`config.mk`:
```
export PLATFORM = sky130hd
export DESIGN_NAME = bias_corrected_ema_trend
export DESIGN_NICKNAME = d
export VERILOG_FILES = /design/src/hdl/bcet_pkg.sv /design/src/hdl/bias_corrected_ema_trend.sv /design/src/hdl/bcet_div.sv
export SDC_FILE = /design/constraint.sdc
export NUM_CORES = 2
export LEC_CHECK = 0
export ABC_AREA = 1
export CORE_MARGIN = 5
export CORE_UTILIZATION = 55
export CTS_BUF_LIST = sky130_fd_sc_hd__clkbuf_2
export CTS_CLUSTER_DIAMETER = 40
export DETAILED_ROUTE_END_ITERATION = 10
export DONT_BUFFER_PORTS = 1
export HOLD_SLACK_MARGIN = 0.08
export PLACE_DENSITY = 0.76
export SLEW_MARGIN = 40
export SYNTH_ARGS = -nofsm -noshare
export SYNTH_HDL_FRONTEND = slang
export SYNTH_SLANG_ARGS = --single-unit
```
`constraint.sdc`:
```
create_clock -name i_clk -period 10.4 [get_ports i_clk]
set_input_delay 0 -clock i_clk [delete_from_list [all_inputs] [get_ports i_clk]]
set_output_delay 0 -clock i_clk [all_outputs]
set_load 0.02 [all_outputs]
```
`src/hdl/bcet_pkg.sv`:
```
// Shared types and constants for the bias-corrected EMA trend block.
// Self-contained; used by bcet_div and bias_corrected_ema_trend.
package bcet_pkg;

    // Parameter defaults
    localparam int SAMPLE_WIDTH_DEF  = 16;
    localparam int FRACTION_BITS_DEF = 16;

    // Fixed field widths
    localparam int DECAY_W   = 16;
    localparam int SUM_W     = 48;
    localparam int CNT_W     = 34;
    localparam int AVG_W     = 24;
    localparam int AVG_SHIFT = 8;
    localparam int MAG_W     = SUM_W + AVG_SHIFT;
    localparam int CHUNK_W   = 24;
    localparam int MULB_W    = CHUNK_W + 1;
    localparam int CFG_W     = 48;
    localparam int CFG_IDX_W = 2;

    // Output beat layout: average, sum, count from bit 0 up
    localparam int OUT_FIELDS_W = AVG_W + SUM_W + CNT_W;
    localparam int OUT_DATA_W   = ((OUT_FIELDS_W + 7) / 8) * 8;

    localparam logic [DECAY_W-1:0] DECAY_RESET = 16'd61440;

    // Register indexes
    typedef enum logic [CFG_IDX_W-1:0] {
        CFG_DECAY     = 2'd0,
        CFG_INIT_SUM  = 2'd1,
        CFG_INIT_CNT  = 2'd2,
        CFG_INIT_RISE = 2'd3
    } t_cfg_idx;

    // Sequencer states
    typedef enum logic [3:0] {
        S_IDLE,
        S_MUL_SL,
        S_MUL_SH,
        S_SUM_ACC,
        S_SUM_FIN,
        S_CNT_ACC,
        S_CNT_FIN,
        S_MUL_RL,
        S_MUL_RH,
        S_RISE_ACC,
        S_RISE_CMP,
        S_DIV,
        S_OUT
    } t_state;

    // Divider request and response
    typedef struct packed {
        logic                    start;
        logic signed [SUM_W-1:0] sum;
        logic [CNT_W-1:0]        count;
    } t_div_req;

    typedef struct packed {
        logic                    done;
        logic signed [AVG_W-1:0] average;
    } t_div_rsp;

endpackage

```
`src/hdl/bias_corrected_ema_trend.sv`:
```
// Bias-corrected exponential moving average with trend flag: top level.
// Depends on bcet_pkg and bcet_div.
//
// Usage:
//   Input beats arrive on s_axis_*: tdata carries the signed sample, tuser the restore
//   flag, which reloads the sum, count and flag from the initial registers before
//   the sample is applied. Each input beat yields exactly one output beat on m_axis_*:
//   tdata carries average (Q15.8), weighted sum (Q31.16) and weighted count (Q18.16);
//   tuser carries the rising flag. Registers are written through i_cfg_wr_en /
//   i_cfg_index / i_cfg_data: 0 decay, 1 initial sum, 2 initial count, 3 initial flag.
//   The user must write them only while idle; the block does not enforce this.
// Sequencing:
//   One item at a time. A single 17 x 25 multiplier and adder walk through the
//   decay products and the sample-times-count product, then the radix-2 divider
//   forms the quotient and hands it back, and the result moves to the output
//   register. s_axis_tready is high only between items.
// Reset and stall:
//   Synchronous active-low reset clears the state to zero, the registers to
//   their defaults and drops m_axis_tvalid. A result waits in the output
//   register while m_axis_tready is low; the next item may still be accepted,
//   and its result holds in the sequencer until the output register frees.
module bias_corrected_ema_trend #(
    parameter int SAMPLE_WIDTH  = bcet_pkg::SAMPLE_WIDTH_DEF,
    parameter int FRACTION_BITS = bcet_pkg::FRACTION_BITS_DEF
) (
    input  logic                                   i_clk,
    input  logic                                   i_rst_n,
    // Configuration write port
    input  logic                                   i_cfg_wr_en,
    input  logic [bcet_pkg::CFG_IDX_W-1:0]         i_cfg_index,
    input  logic [bcet_pkg::CFG_W-1:0]             i_cfg_data,
    // Input stream
    input  logic                                   s_axis_tvalid,
    output logic                                   s_axis_tready,
    input  logic [((SAMPLE_WIDTH+7)/8)*8-1:0]      s_axis_tdata,  // sample
    input  logic                                   s_axis_tuser,  // restore
    // Output stream
    output logic                                   m_axis_tvalid,
    input  logic                                   m_axis_tready,
    output logic [bcet_pkg::OUT_DATA_W-1:0]        m_axis_tdata,  // average, sum, count
    output logic                                   m_axis_tuser   // rising
);
    import bcet_pkg::*;

    localparam int AW     = ((SAMPLE_WIDTH > DECAY_W) ? SAMPLE_WIDTH : DECAY_W) + 1;
    localparam int PROD_W = AW + MULB_W;
    localparam int ACC_W  = ((SAMPLE_WIDTH + CNT_W + 1) > (DECAY_W + SUM_W + 2)) ?
                            (SAMPLE_WIDTH + CNT_W + 1) : (DECAY_W + SUM_W + 2);
    localparam logic [CNT_W:0] CNT_ONE = (CNT_W+1)'(1) << FRACTION_BITS;
    localparam logic signed [SUM_W-1:0] SUM_MAX = {1'b0, {(SUM_W-1){1'b1}}};
    localparam logic signed [SUM_W-1:0] SUM_MIN = {1'b1, {(SUM_W-1){1'b0}}};

    t_state r_state, n_state;

    // Configuration registers
    logic [DECAY_W-1:0]        r_decay;
    logic signed [SUM_W-1:0]   r_init_sum;
    logic [CNT_W-1:0]          r_init_cnt;
    logic                      r_init_rise;

    // Filter state
    logic signed [SUM_W-1:0]   r_sum;
    logic [CNT_W-1:0]          r_cnt;
    logic                      r_rising;

    // Datapath
    logic signed [SAMPLE_WIDTH-1:0] r_sample;
    logic signed [PROD_W-1:0]  r_prod;
    logic signed [ACC_W-1:0]   r_acc;
    logic signed [AVG_W-1:0]   r_avg;

    // Output register
    logic                      r_m_valid;
    logic signed [AVG_W-1:0]   r_o_avg;
    logic signed [SUM_W-1:0]   r_o_sum;
    logic [CNT_W-1:0]          r_o_cnt;
    logic                      r_o_rising;

    logic                      in_fire;
    logic                      out_load;
    logic signed [AW-1:0]      mul_a;
    logic signed [MULB_W-1:0]  mul_b;
    logic signed [ACC_W-1:0]   prod_ext;
    logic signed [ACC_W-1:0]   acc_add;
    logic signed [ACC_W-1:0]   sample_ext;
    logic signed [ACC_W-1:0]   sum_ext;
    logic signed [ACC_W-1:0]   ns_wide;
    logic signed [SUM_W-1:0]   ns_sat;
    logic [CNT_W:0]            nc_wide;
    logic [CNT_W-1:0]          nc_sat;
    t_div_req                  div_req;
    t_div_rsp                  div_rsp;

    assign in_fire  = s_axis_tvalid && s_axis_tready;
    assign out_load = (r_state == S_OUT) && (!r_m_valid || m_axis_tready);

    // State register
    always_ff @(posedge i_clk) begin
        if (!i_rst_n) begin
            r_state <= S_IDLE;
        end else begin
            r_state <= n_state;
        end
    end

    // Next state and handshake
    always_comb begin
        n_state       = r_state;
        s_axis_tready = 1'b0;
        case (r_state)
            S_IDLE: begin
                s_axis_tready = 1'b1;
                if (s_axis_tvalid) n_state = S_MUL_SL;
            end
            S_MUL_SL:   n_state = S_MUL_SH;
            S_MUL_SH:   n_state = S_SUM_ACC;
            S_SUM_ACC:  n_state = S_SUM_FIN;
            S_SUM_FIN:  n_state = S_CNT_ACC;
            S_CNT_ACC:  n_state = S_CNT_FIN;
            S_CNT_FIN:  n_state = S_MUL_RL;
            S_MUL_RL:   n_state = S_MUL_RH;
            S_MUL_RH:   n_state = S_RISE_ACC;
            S_RISE_ACC: n_state = S_RISE_CMP;
            S_RISE_CMP: n_state = S_DIV;
            S_DIV: begin
                if (div_rsp.done) n_state = S_OUT;
            end
            S_OUT: begin
                if (!r_m_valid || m_axis_tready) n_state = S_IDLE;
            end
            default:    n_state = S_IDLE;
        endcase
    end

    // Shared multiplier operand select: decay or sample times a chunk of up to 24 bits
    always_comb begin
        mul_a = $signed({{(AW-DECAY_W){1'b0}}, r_decay});
        mul_b = $signed({1'b0, r_sum[CHUNK_W-1:0]});
        case (r_state)
            S_MUL_SH:  mul_b = $signed({r_sum[SUM_W-1], r_sum[SUM_W-1:CHUNK_W]});
            S_SUM_ACC: mul_b = $signed({1'b0, r_cnt[CHUNK_W-1:0]});
            S_SUM_FIN: mul_b = $signed({{(MULB_W-(CNT_W-CHUNK_W)){1'b0}},
                                        r_cnt[CNT_W-1:CHUNK_W]});
            S_MUL_RL: begin
                mul_a = $signed({{(AW-SAMPLE_WIDTH){r_sample[SAMPLE_WIDTH-1]}}, r_sample});
                mul_b = $signed({1'b0, r_cnt[CHUNK_W-1:0]});
            end
            S_MUL_RH: begin
                mul_a = $signed({{(AW-SAMPLE_WIDTH){r_sample[SAMPLE_WIDTH-1]}}, r_sample});
                mul_b = $signed({{(MULB_W-(CNT_W-CHUNK_W)){1'b0}},
                                 r_cnt[CNT_W-1:CHUNK_W]});
            end
            default: ;
        endcase
    end

    // Accumulate a high-chunk product onto the low-chunk one
    assign prod_ext = $signed({{(ACC_W-PROD_W){r_prod[PROD_W-1]}}, r_prod});
    assign acc_add  = r_acc + (prod_ext <<< CHUNK_W);

    // New sum: sample scaled to the fraction, plus the floored decay product, saturated
    assign sample_ext = $signed({{(ACC_W-SAMPLE_WIDTH){r_sample[SAMPLE_WIDTH-1]}}, r_sample});
    assign ns_wide    = (sample_ext <<< FRACTION_BITS) + (r_acc >>> DECAY_W);
    always_comb begin
        if (&ns_wide[ACC_W-1:SUM_W-1] || ~|ns_wide[ACC_W-1:SUM_W-1]) begin
            ns_sat = ns_wide[SUM_W-1:0];
        end else begin
            ns_sat = ns_wide[ACC_W-1] ? SUM_MIN : SUM_MAX;
        end
    end

    // New count: one plus the truncated decay product, saturated
    assign nc_wide = {1'b0, r_acc[CNT_W+DECAY_W-1:DECAY_W]} + CNT_ONE;
    assign nc_sat  = nc_wide[CNT_W] ? {CNT_W{1'b1}} : nc_wide[CNT_W-1:0];

    assign sum_ext = $signed({{(ACC_W-SUM_W){r_sum[SUM_W-1]}}, r_sum});

    // Configuration writes and filter state
    always_ff @(posedge i_clk) begin
        if (!i_rst_n) begin
            r_decay     <= DECAY_RESET;
            r_init_sum  <= '0;
            r_init_cnt  <= '0;
            r_init_rise <= 1'b0;
            r_sum       <= '0;
            r_cnt       <= '0;
            r_rising    <= 1'b0;
        end else begin
            if (i_cfg_wr_en) begin
                case (t_cfg_idx'(i_cfg_index))
                    CFG_DECAY:     r_decay     <= i_cfg_data[DECAY_W-1:0];
                    CFG_INIT_SUM:  r_init_sum  <= i_cfg_data[SUM_W-1:0];
                    CFG_INIT_CNT:  r_init_cnt  <= i_cfg_data[CNT_W-1:0];
                    CFG_INIT_RISE: r_init_rise <= i_cfg_data[0];
                    default: ;
                endcase
            end
            if (in_fire && s_axis_tuser) begin
                r_sum    <= r_init_sum;
                r_cnt    <= r_init_cnt;
                r_rising <= r_init_rise;
            end
            if (r_state == S_SUM_FIN) r_sum <= ns_sat;
            if (r_state == S_CNT_FIN) r_cnt <= nc_sat;
            if (r_state == S_RISE_CMP) r_rising <= (r_acc > sum_ext);
        end
    end

    // Multiplier, accumulator and sample capture
    always_ff @(posedge i_clk) begin
        r_prod <= mul_a * mul_b;
        if (in_fire) r_sample <= s_axis_tdata[SAMPLE_WIDTH-1:0];
        case (r_state)
            S_MUL_SH, S_SUM_FIN, S_MUL_RH:   r_acc <= prod_ext;
            S_SUM_ACC, S_CNT_ACC, S_RISE_ACC: r_acc <= acc_add;
            default: ;
        endcase
        if (r_state == S_DIV && div_rsp.done) r_avg <= div_rsp.average;
    end

    // Divider
    assign div_req.start = (r_state == S_RISE_CMP);
    assign div_req.sum   = r_sum;
    assign div_req.count = r_cnt;

    bcet_div u_div (
        .i_clk   (i_clk),
        .i_rst_n (i_rst_n),
        .i_req   (div_req),
        .o_rsp   (div_rsp)
    );

    // Output register: load when free, drop valid once the beat is taken
    always_ff @(posedge i_clk) begin
        if (!i_rst_n) begin
            r_m_valid <= 1'b0;
        end else if (out_load) begin
            r_m_valid <= 1'b1;
        end else if (m_axis_tready) begin
            r_m_valid <= 1'b0;
        end
    end

    always_ff @(posedge i_clk) begin
        if (out_load) begin
            r_o_avg    <= r_avg;
            r_o_sum    <= r_sum;
            r_o_cnt    <= r_cnt;
            r_o_rising <= r_rising;
        end
    end

    assign m_axis_tvalid = r_m_valid;
    assign m_axis_tdata  = {{(OUT_DATA_W-OUT_FIELDS_W){1'b0}}, r_o_cnt, r_o_sum, r_o_avg};
    assign m_axis_tuser  = r_o_rising;

endmodule

```
`src/hdl/bcet_div.sv`:
```
// Radix-2 restoring divider: saturated signed Q15.8 average of sum*256 / count.
// Depends on bcet_pkg.
module bcet_div (
    input  logic              i_clk,
    input  logic              i_rst_n,
    input  bcet_pkg::t_div_req i_req,
    output bcet_pkg::t_div_rsp o_rsp
);
    import bcet_pkg::*;

    localparam int HI_W = MAG_W - AVG_W;
    localparam int CW   = $clog2(AVG_W + 1);
    localparam logic [CW-1:0] STEPS = CW'(AVG_W);
    localparam logic [AVG_W-1:0] AVG_MAX = {1'b0, {(AVG_W-1){1'b1}}};
    localparam logic [AVG_W-1:0] AVG_MIN = {1'b1, {(AVG_W-1){1'b0}}};

    logic [SUM_W-1:0]  sum_bits;
    logic [SUM_W-1:0]  sum_abs;
    logic [MAG_W-1:0]  mag;
    logic [HI_W-1:0]   mag_hi;
    logic              ovf_start;
    logic [CNT_W:0]    trial;
    logic [CNT_W:0]    diff;
    logic              ge;
    logic [AVG_W-1:0]  avg;

    logic              r_busy;
    logic              r_done;
    logic [CW-1:0]     r_steps;
    logic [CNT_W-1:0]  r_rem;
    logic [CNT_W-1:0]  r_div;
    logic [AVG_W-1:0]  r_num;
    logic [AVG_W-1:0]  r_q;
    logic              r_neg;
    logic              r_ovf;
    logic              r_zero;

    // Magnitude of the numerator; its top 32 bits must stay below the divisor, else overflow
    assign sum_bits  = i_req.sum;
    assign sum_abs   = sum_bits[SUM_W-1] ? (~sum_bits + {{(SUM_W-1){1'b0}}, 1'b1}) : sum_bits;
    assign mag       = {sum_abs, {AVG_SHIFT{1'b0}}};
    assign mag_hi    = mag[MAG_W-1:AVG_W];
    assign ovf_start = {{(CNT_W-HI_W){1'b0}}, mag_hi} >= i_req.count;

    // One quotient bit per cycle
    assign trial = {r_rem, r_num[AVG_W-1]};
    assign diff  = trial - {1'b0, r_div};
    assign ge    = trial >= {1'b0, r_div};

    // Step counter and done pulse
    always_ff @(posedge i_clk) begin
        if (!i_rst_n) begin
            r_busy  <= 1'b0;
            r_done  <= 1'b0;
            r_steps <= '0;
        end else begin
            r_done <= 1'b0;
            if (i_req.start) begin
                r_busy  <= 1'b1;
                r_steps <= STEPS;
            end else if (r_busy) begin
                r_steps <= r_steps - CW'(1);
                if (r_steps == CW'(1)) begin
                    r_busy <= 1'b0;
                    r_done <= 1'b1;
                end
            end
        end
    end

    // Partial remainder and quotient
    always_ff @(posedge i_clk) begin
        if (i_req.start) begin
            r_rem  <= {{(CNT_W-HI_W){1'b0}}, mag_hi};
            r_num  <= mag[AVG_W-1:0];
            r_div  <= i_req.count;
            r_q    <= '0;
            r_neg  <= sum_bits[SUM_W-1];
            r_ovf  <= ovf_start;
            r_zero <= (i_req.count == '0);
        end else if (r_busy) begin
            r_rem <= ge ? diff[CNT_W-1:0] : trial[CNT_W-1:0];
            r_num <= {r_num[AVG_W-2:0], 1'b0};
            r_q   <= {r_q[AVG_W-2:0], ge};
        end
    end

    // Apply sign and saturate
    always_comb begin
        if (r_zero) begin
            avg = '0;
        end else if (!r_neg) begin
            avg = (r_ovf || r_q[AVG_W-1]) ? AVG_MAX : r_q;
        end else if (r_ovf || (r_q[AVG_W-1] && |r_q[AVG_W-2:0])) begin
            avg = AVG_MIN;
        end else begin
            avg = ~r_q + {{(AVG_W-1){1'b0}}, 1'b1};
        end
    end

    assign o_rsp.done    = r_done;
    assign o_rsp.average = avg;

endmodule

```
After elaboration in Yosys (flattened, before gate mapping)

Index checks and enable logic that the tools add are counted.

Output and inout bits: 115
Bits in registers: 560
Logic and storage cells: 132

Muxes and demuxes: 34
Multipliers: 1
$lt $le $gt $ge: 3
Reductions and logical operators: 35
Add/sub/neg operators: 7
Bitwise logic cells: 4
Eq/ne operators: 19

Operators by type and width:

| operator                 | number |
|---|---|
| $mux W48                 | 5 |
| $mux W34                 | 4 |
| $pmux W66 S2             | 1 |
| $mux W24                 | 5 |
| $pmux W25 S3             | 1 |
| $add A66 B66 Y66         | 1 |
| $gt A66 B48 Y1           | 1 |
| $mux W32                 | 2 |
| $pmux W4 S13             | 1 |
| $add A32 B50 Y51         | 1 |
| $add A48 B1 Y48 const B  | 1 |
| $not A48 Y48             | 1 |
| $mul A17 B25 Y42         | 1 |
| $add A34 B17 Y35 const B | 1 |
| $ge A35 B34 Y1           | 1 |
| $ge A32 B34 Y1           | 1 |
| $logic_not A34 Y1        | 1 |
| $sub A34 B34 Y34         | 1 |
| $add A24 B1 Y24 const B  | 1 |
| $not A24 Y24             | 1 |
| $reduce_or A23 Y1        | 1 |
| $eq A4 B4 Y1 const B     | 5 |
| $reduce_and A19 Y1       | 1 |
| $reduce_or A19 Y1        | 1 |
| other kinds (24)         | 63 |

Depth between registers and ports, before layout

Depth after elaboration: 6
Depth in mapped cells: 37
Gate-level depth less buffers: 35

Modules after synthesis

From an unflattened synthesis, not the netlist that was laid out.

Cell total of the unflattened synthesis: 6157
Area total of the unflattened synthesis: 48685.4 um^2

Modules (own cells, without submodules):

| module                   | area an instance (um^2) | cells an instance | times used |
|---|---|---|---|
| bias_corrected_ema_trend | 38308.0                 | 4656              | 1 |
| bcet_div                 | 10377.5                 | 1501              | 1 |

Worst setup path after synthesis

Ideal clock, no wire load.

Kind: flip-flop to flip-flop
Start: reg r_state[3]
End: reg r_o_rising (netlist: m_axis_tuser), enable pin
Period minus slack after synthesis: 8.461 ns
Cell stages (with the launch flop): 3
Data arrival time: 7.757 ns
Buffers on the path: 0
Path slack: 1.939 ns
Cells stage by stage: dfxtp_1 > nand2_1 > nor3_1

Cells in the longest elaborated chain, start to end: 2

RTL lines:

| element                | RTL line                        | RTL |
|---|---|---|
| start, declared        | bias_corrected_ema_trend.sv:53  | `t_state r_state, n_state;` |
| start signal, assigned | bias_corrected_ema_trend.sv:102 | `r_state <= n_state;` |
| $eq A4 B4 Y1           | bias_corrected_ema_trend.sv:95  | `assign out_load = (r_state == S_OUT) && (!r_m_valid \|\| m_axis_tready);` |
| $logic_and A1 B1 Y1    | bias_corrected_ema_trend.sv:95  |  |
| net out_load           | bias_corrected_ema_trend.sv:80  | `logic out_load;` |
| end signal, assigned   | bias_corrected_ema_trend.sv:249 | `r_o_rising <= r_rising;` |
| end, declared          | bias_corrected_ema_trend.sv:77  | `logic r_o_rising;` |

The timed path passes the listed nets, and every way through them passes these cells.
A chain may end at the register's enable or synchronous reset.

Worst setup path after layout

Start: reg r_state[3]
End: reg r_prod[40]

Cells in the longest elaborated chain, start to end: 4
Elaborated cells on any way between the ends: 11

RTL lines:

| element                                         | RTL line                        | RTL |
|---|---|---|
| $eq A4 B3 Y1, or another cell as far along      | bias_corrected_ema_trend.sv:139 | `case (r_state)` |
| $reduce_or A2 Y1 (no line)                      | n/a                             |  |
| $pmux W25 S3 / $mux W17 (equally long branches) | bias_corrected_ema_trend.sv:139 |  |
| $mul A17 B25 Y42 *                              | bias_corrected_ema_trend.sv:211 | `r_prod <= mul_a * mul_b;` |
| end signal, assigned                            | bias_corrected_ema_trend.sv:211 |  |
| end, declared                                   | bias_corrected_ema_trend.sv:68  | `logic signed [PROD_W-1:0] r_prod;` |

Mark *: on every way between the ends. The rest lies on a longest branch, timed or not.

==> impl_metrics.csv <==
group,metric,value,unit
yosys,synthFlopType,"edfxtp_1",
pwr,p_int,4.25,mW
placed_design,io_buffers,0,
pwr,p_seq_frac,0.364,
clock_network,clk_pin_slew,0.13,ns
floorplan,ios,187,
cells_and_area,final_cell_mix,"inv_1 (1132), nand2_1 (1121), nor2_1 (550), a21oi_1 (422), fa_1 (418)",
routing,wl_per_cell,23.9,um
timing,fin_crit_sh,0.884,
cells_and_area,fin_nets,7075,
floorplan,die-area,0.0925,mm^2
global_route,grt_overflow,0,
clock_network,cts.sinks,560,
yosys,synth_edf_count,298,
floorplan,die_w,304,um
status,status,"finished with violations",
routing,antenna_left,0,
setup_path,cp_num_cells,34,
floorplan,dieHeight,304,um
floorplan,rows,107,
timing,drv_slew,0,
clock_network,cts-root-buf,"clkbuf_2",
routing,drc,11,
routing,vias,44200,
setup_path,worstSetupEndpoint,"r_prod[40]",
yosys,synthArstFlopShare,0,
global_route,grt_pass1_wl,269000,um
floorplan,core_area,0.0855,mm^2
timing,max_freq,109,MHz
timing,final.setup.tns,0,ns
cells_and_area,drive_gt1_frac,0.0667,
routing,dr.first_iter.drc_count,4997,
yosys,yosysSeqAreaShare,0.298,
yosys,synth-seq-cells,560,
setup_path,reg2reg_from,"r_state[3]",
pwr,power.total,7.56,mW
global_route,track_usage,0.384,
timing,setup_viol,0,
setup_path,r2r_cells,34,
clock_network,cts_made_buffers,151,
setup_path,cp_num_buf_inv,12,
setup_path,crit_path_top_delay_cell,"fa_1",
yosys,yosysWarnings,0,
setup_path,crit_fanout,26,
timing,min_period,9.19,ns
job,drv_cap,0,
timing,clock_skew,0.225,ns
yosys,yosysTopAreaCell,"edfxtp_1",
timing,hold_ws,0.302,ns
min_path,hold_class,"input port to register",
setup_path,r2r_setup_slack,1.21,ns
global_route,grt_antenna_before_repair,7,
cells_and_area,final_cell_count_no_fill,7555,
timing,final-hold-violation-count,0,
placed_design,gp_congestion,1.15,
timing,rsz0062_at_grt,"no",
pwr,p_per_area,141,mW/mm^2
setup_path,crit_required,11.67,ns
setup_path,critical_path_class,"register to register",
yosys,synth_area_leaders,"edfxtp_1 (19%), fa_1 (18%), dfxtp_1 (11%), inv_1 (9.0%), nand2_1 (8.9%)",
setup_path,reg2reg_to,"r_prod[40]",
setup_path,worstPathArrival,10.47,ns
setup_path,timing.critical_path.max_delay_family,"adder cells",
setup_path,cp-start-kind,"register",
yosys,ys_types,59,
routing,firstDrtPassIters,11,
pwr,pwr-share-clk,0.236,
yosys,yosysTopAreaCellShare,0.188,
pwr,switching_power,3.31,mW
setup_path,critPathMaxStageDelay,0.55,ns
yosys,synth_area,0.0476,mm^2
timing,max_slew_margin,0.340,
setup_path,cp-startpoint,"r_state[3]",
routing,via_per_inst,5.86,
pwr,swShare,0.438,
pwr,total_leakage_power,24.9,nW
global_route,grt_pass1_vias,44300,
clock_network,htree_levels,4,
clock_network,cts_tree,"yes",
status,violations,"DRC",
yosys,synthesis.instances,5931,
floorplan,initial_utilization,0.556,
placed_design,dp_hpwl,134000,um
pwr,irDropWorstVdd,0.000106,V
routing,drt-total-wl,181000,um
yosys,synth_area_per_cell,8.02,um^2
cells_and_area,final_common_cell,"inv_1",
pwr,combPwrFrac,0.399,
clock_network,clk_path_buf_depth,3,
global_route,grt_max_degree,133,
clock_network,clk_latency,1.53,ns
timing,max_slew.worst_pin.slew,0.982,ns
placed_design,place_inst,6956,
setup_path,worstSetupEndpointType,"register",
setup_path,path_common_cell,"inv_1",
cells_and_area,synthToLayoutAreaGrowth,12.5,%
area by class of cell:
cell class / instances / area [um^2]
fill: 7509 / 32000
multi-input combinational: 4031 / 28400
sequential: 560 / 14200
inverter: 1165 / 4370
timing repair buffer: 362 / 3580
tap: 1144 / 1430
clock buffer: 227 / 1140
clock inverter: 56 / 414
antenna: 10 / 25.0
per-layer routing:
| layer | wire length (um) | global-route usage | part of all wire | vias up |
|---|---|---|---|---|
| li1 | - | - | - | 19800 |
| met1 | 66200 | 0.467 | 0.37 | 20900 |
| met2 | 81000 | 0.609 | 0.45 | 2686 |
| met3 | 18000 | 0.0898 | 0.10 | 861 |
| met4 | 15600 | 0.260 | 0.086 | 0 |
| met5 | 0 | 0 | 0 | - |
kinds of logic (layout without fill, tap and decap cells):
kind of cell    count (synthesis)  count (layout)  synth area share
simple gates                 2014            2014             0.173
buf+inv                      1345            1810             0.109
compound gates               1098            1098             0.128
fa+ha+maj                     732             732             0.259
flops                         560             560             0.298
xor+xnor                      181             181            0.0333
other cells                     1              16         0.0000788
worst min-delay path by stage:
stage | start | endpoint | cells past startpoint
after floorplan | s_axis_tdata[0] | r_sample[0] | 0
after global placement | s_axis_tdata[13] | r_sample[13] | 0
after detailed placement | s_axis_tdata[8] | r_sample[8] | 0
after CTS | s_axis_tdata[13] | r_sample[13] | 3
after global routing | s_axis_tdata[14] | r_sample[14] | 3
final | s_axis_tdata[13] | r_sample[13] | 3
power by group through the flow:
stage | registers (mW) | clock network [mW] | logic, mW
final | 2.75 | 1.79 | 3.02
after global routing | 2.75 | 1.92 | 3.33
after floorplan | 2.63 | 0 | 2.05
after detailed placement | 2.79 | 0 | 2.80
after global placement | 2.79 | 0 | 2.77
after CTS | 2.73 | 1.77 | 2.93
synth_stat cells (41+ instances only):
cell	n
a21oi_1	424
o22ai_1	109
nand4_1	41
dfxtp_1	262
nor3_1	58
xnor2_1	52
edfxtp_1	298
nor2_1	555
nand2_1	1123
o21ai_0	364
xor2_1	129
fa_1	419
ha_1	313
clkbuf_1	125
nand3_1	145
inv_1	1136
per-stage QoR:
| stage | instance area [um^2] | utilization | setup slack (ns) |
|---|---|---|---|
| floorplan | 47600 | - | 1.94 |
| global placement | 48700 | 0.569 | 1.61 |
| global route | 53500 | 0.625 | 0.684 |
| detailed placement | 48800 | 0.570 | 1.48 |
| CTS | 53400 | 0.625 | 1.37 |
| finish | 53500 | 0.625 | 1.21 |
what timing repair did:
| item | in CTS | in global routing |
|---|---|---|
| buffers inserted | 0 | 0 |
| hold endpoints to repair | 333 | 0 |
| resized for setup | 0 | 0 |
| hold buffers | 304 | 0 |
registers in the layout (all words and copies together), names as in the netlist, 4 cells and up:
register       cells
r_state            4
r_acc             66
u_div.r_div       34
u_div.r_num       16
r_o_avg           24
u_div.r_steps      5
r_init_cnt        34
r_sample          16
r_prod            42
r_o_cnt           34
r_o_sum           48
u_div.r_rem       34
r_init_sum        48
r_sum             48
r_avg             24
r_decay           16
r_cnt             34
u_div.r_q         24
worst register-to-register path, delay by kind of cell (launching register included):
kind | cells | cell delay [ns]
compound gates | 6 | 1.35
xor+xnor | 1 | 0.16
fa+ha+maj | 7 | 3.47
buf+inv | 12 | 2.29
flops | 1 | 0.42
simple gates | 8 | 1.35
Power figures use the tool's default switching activity.
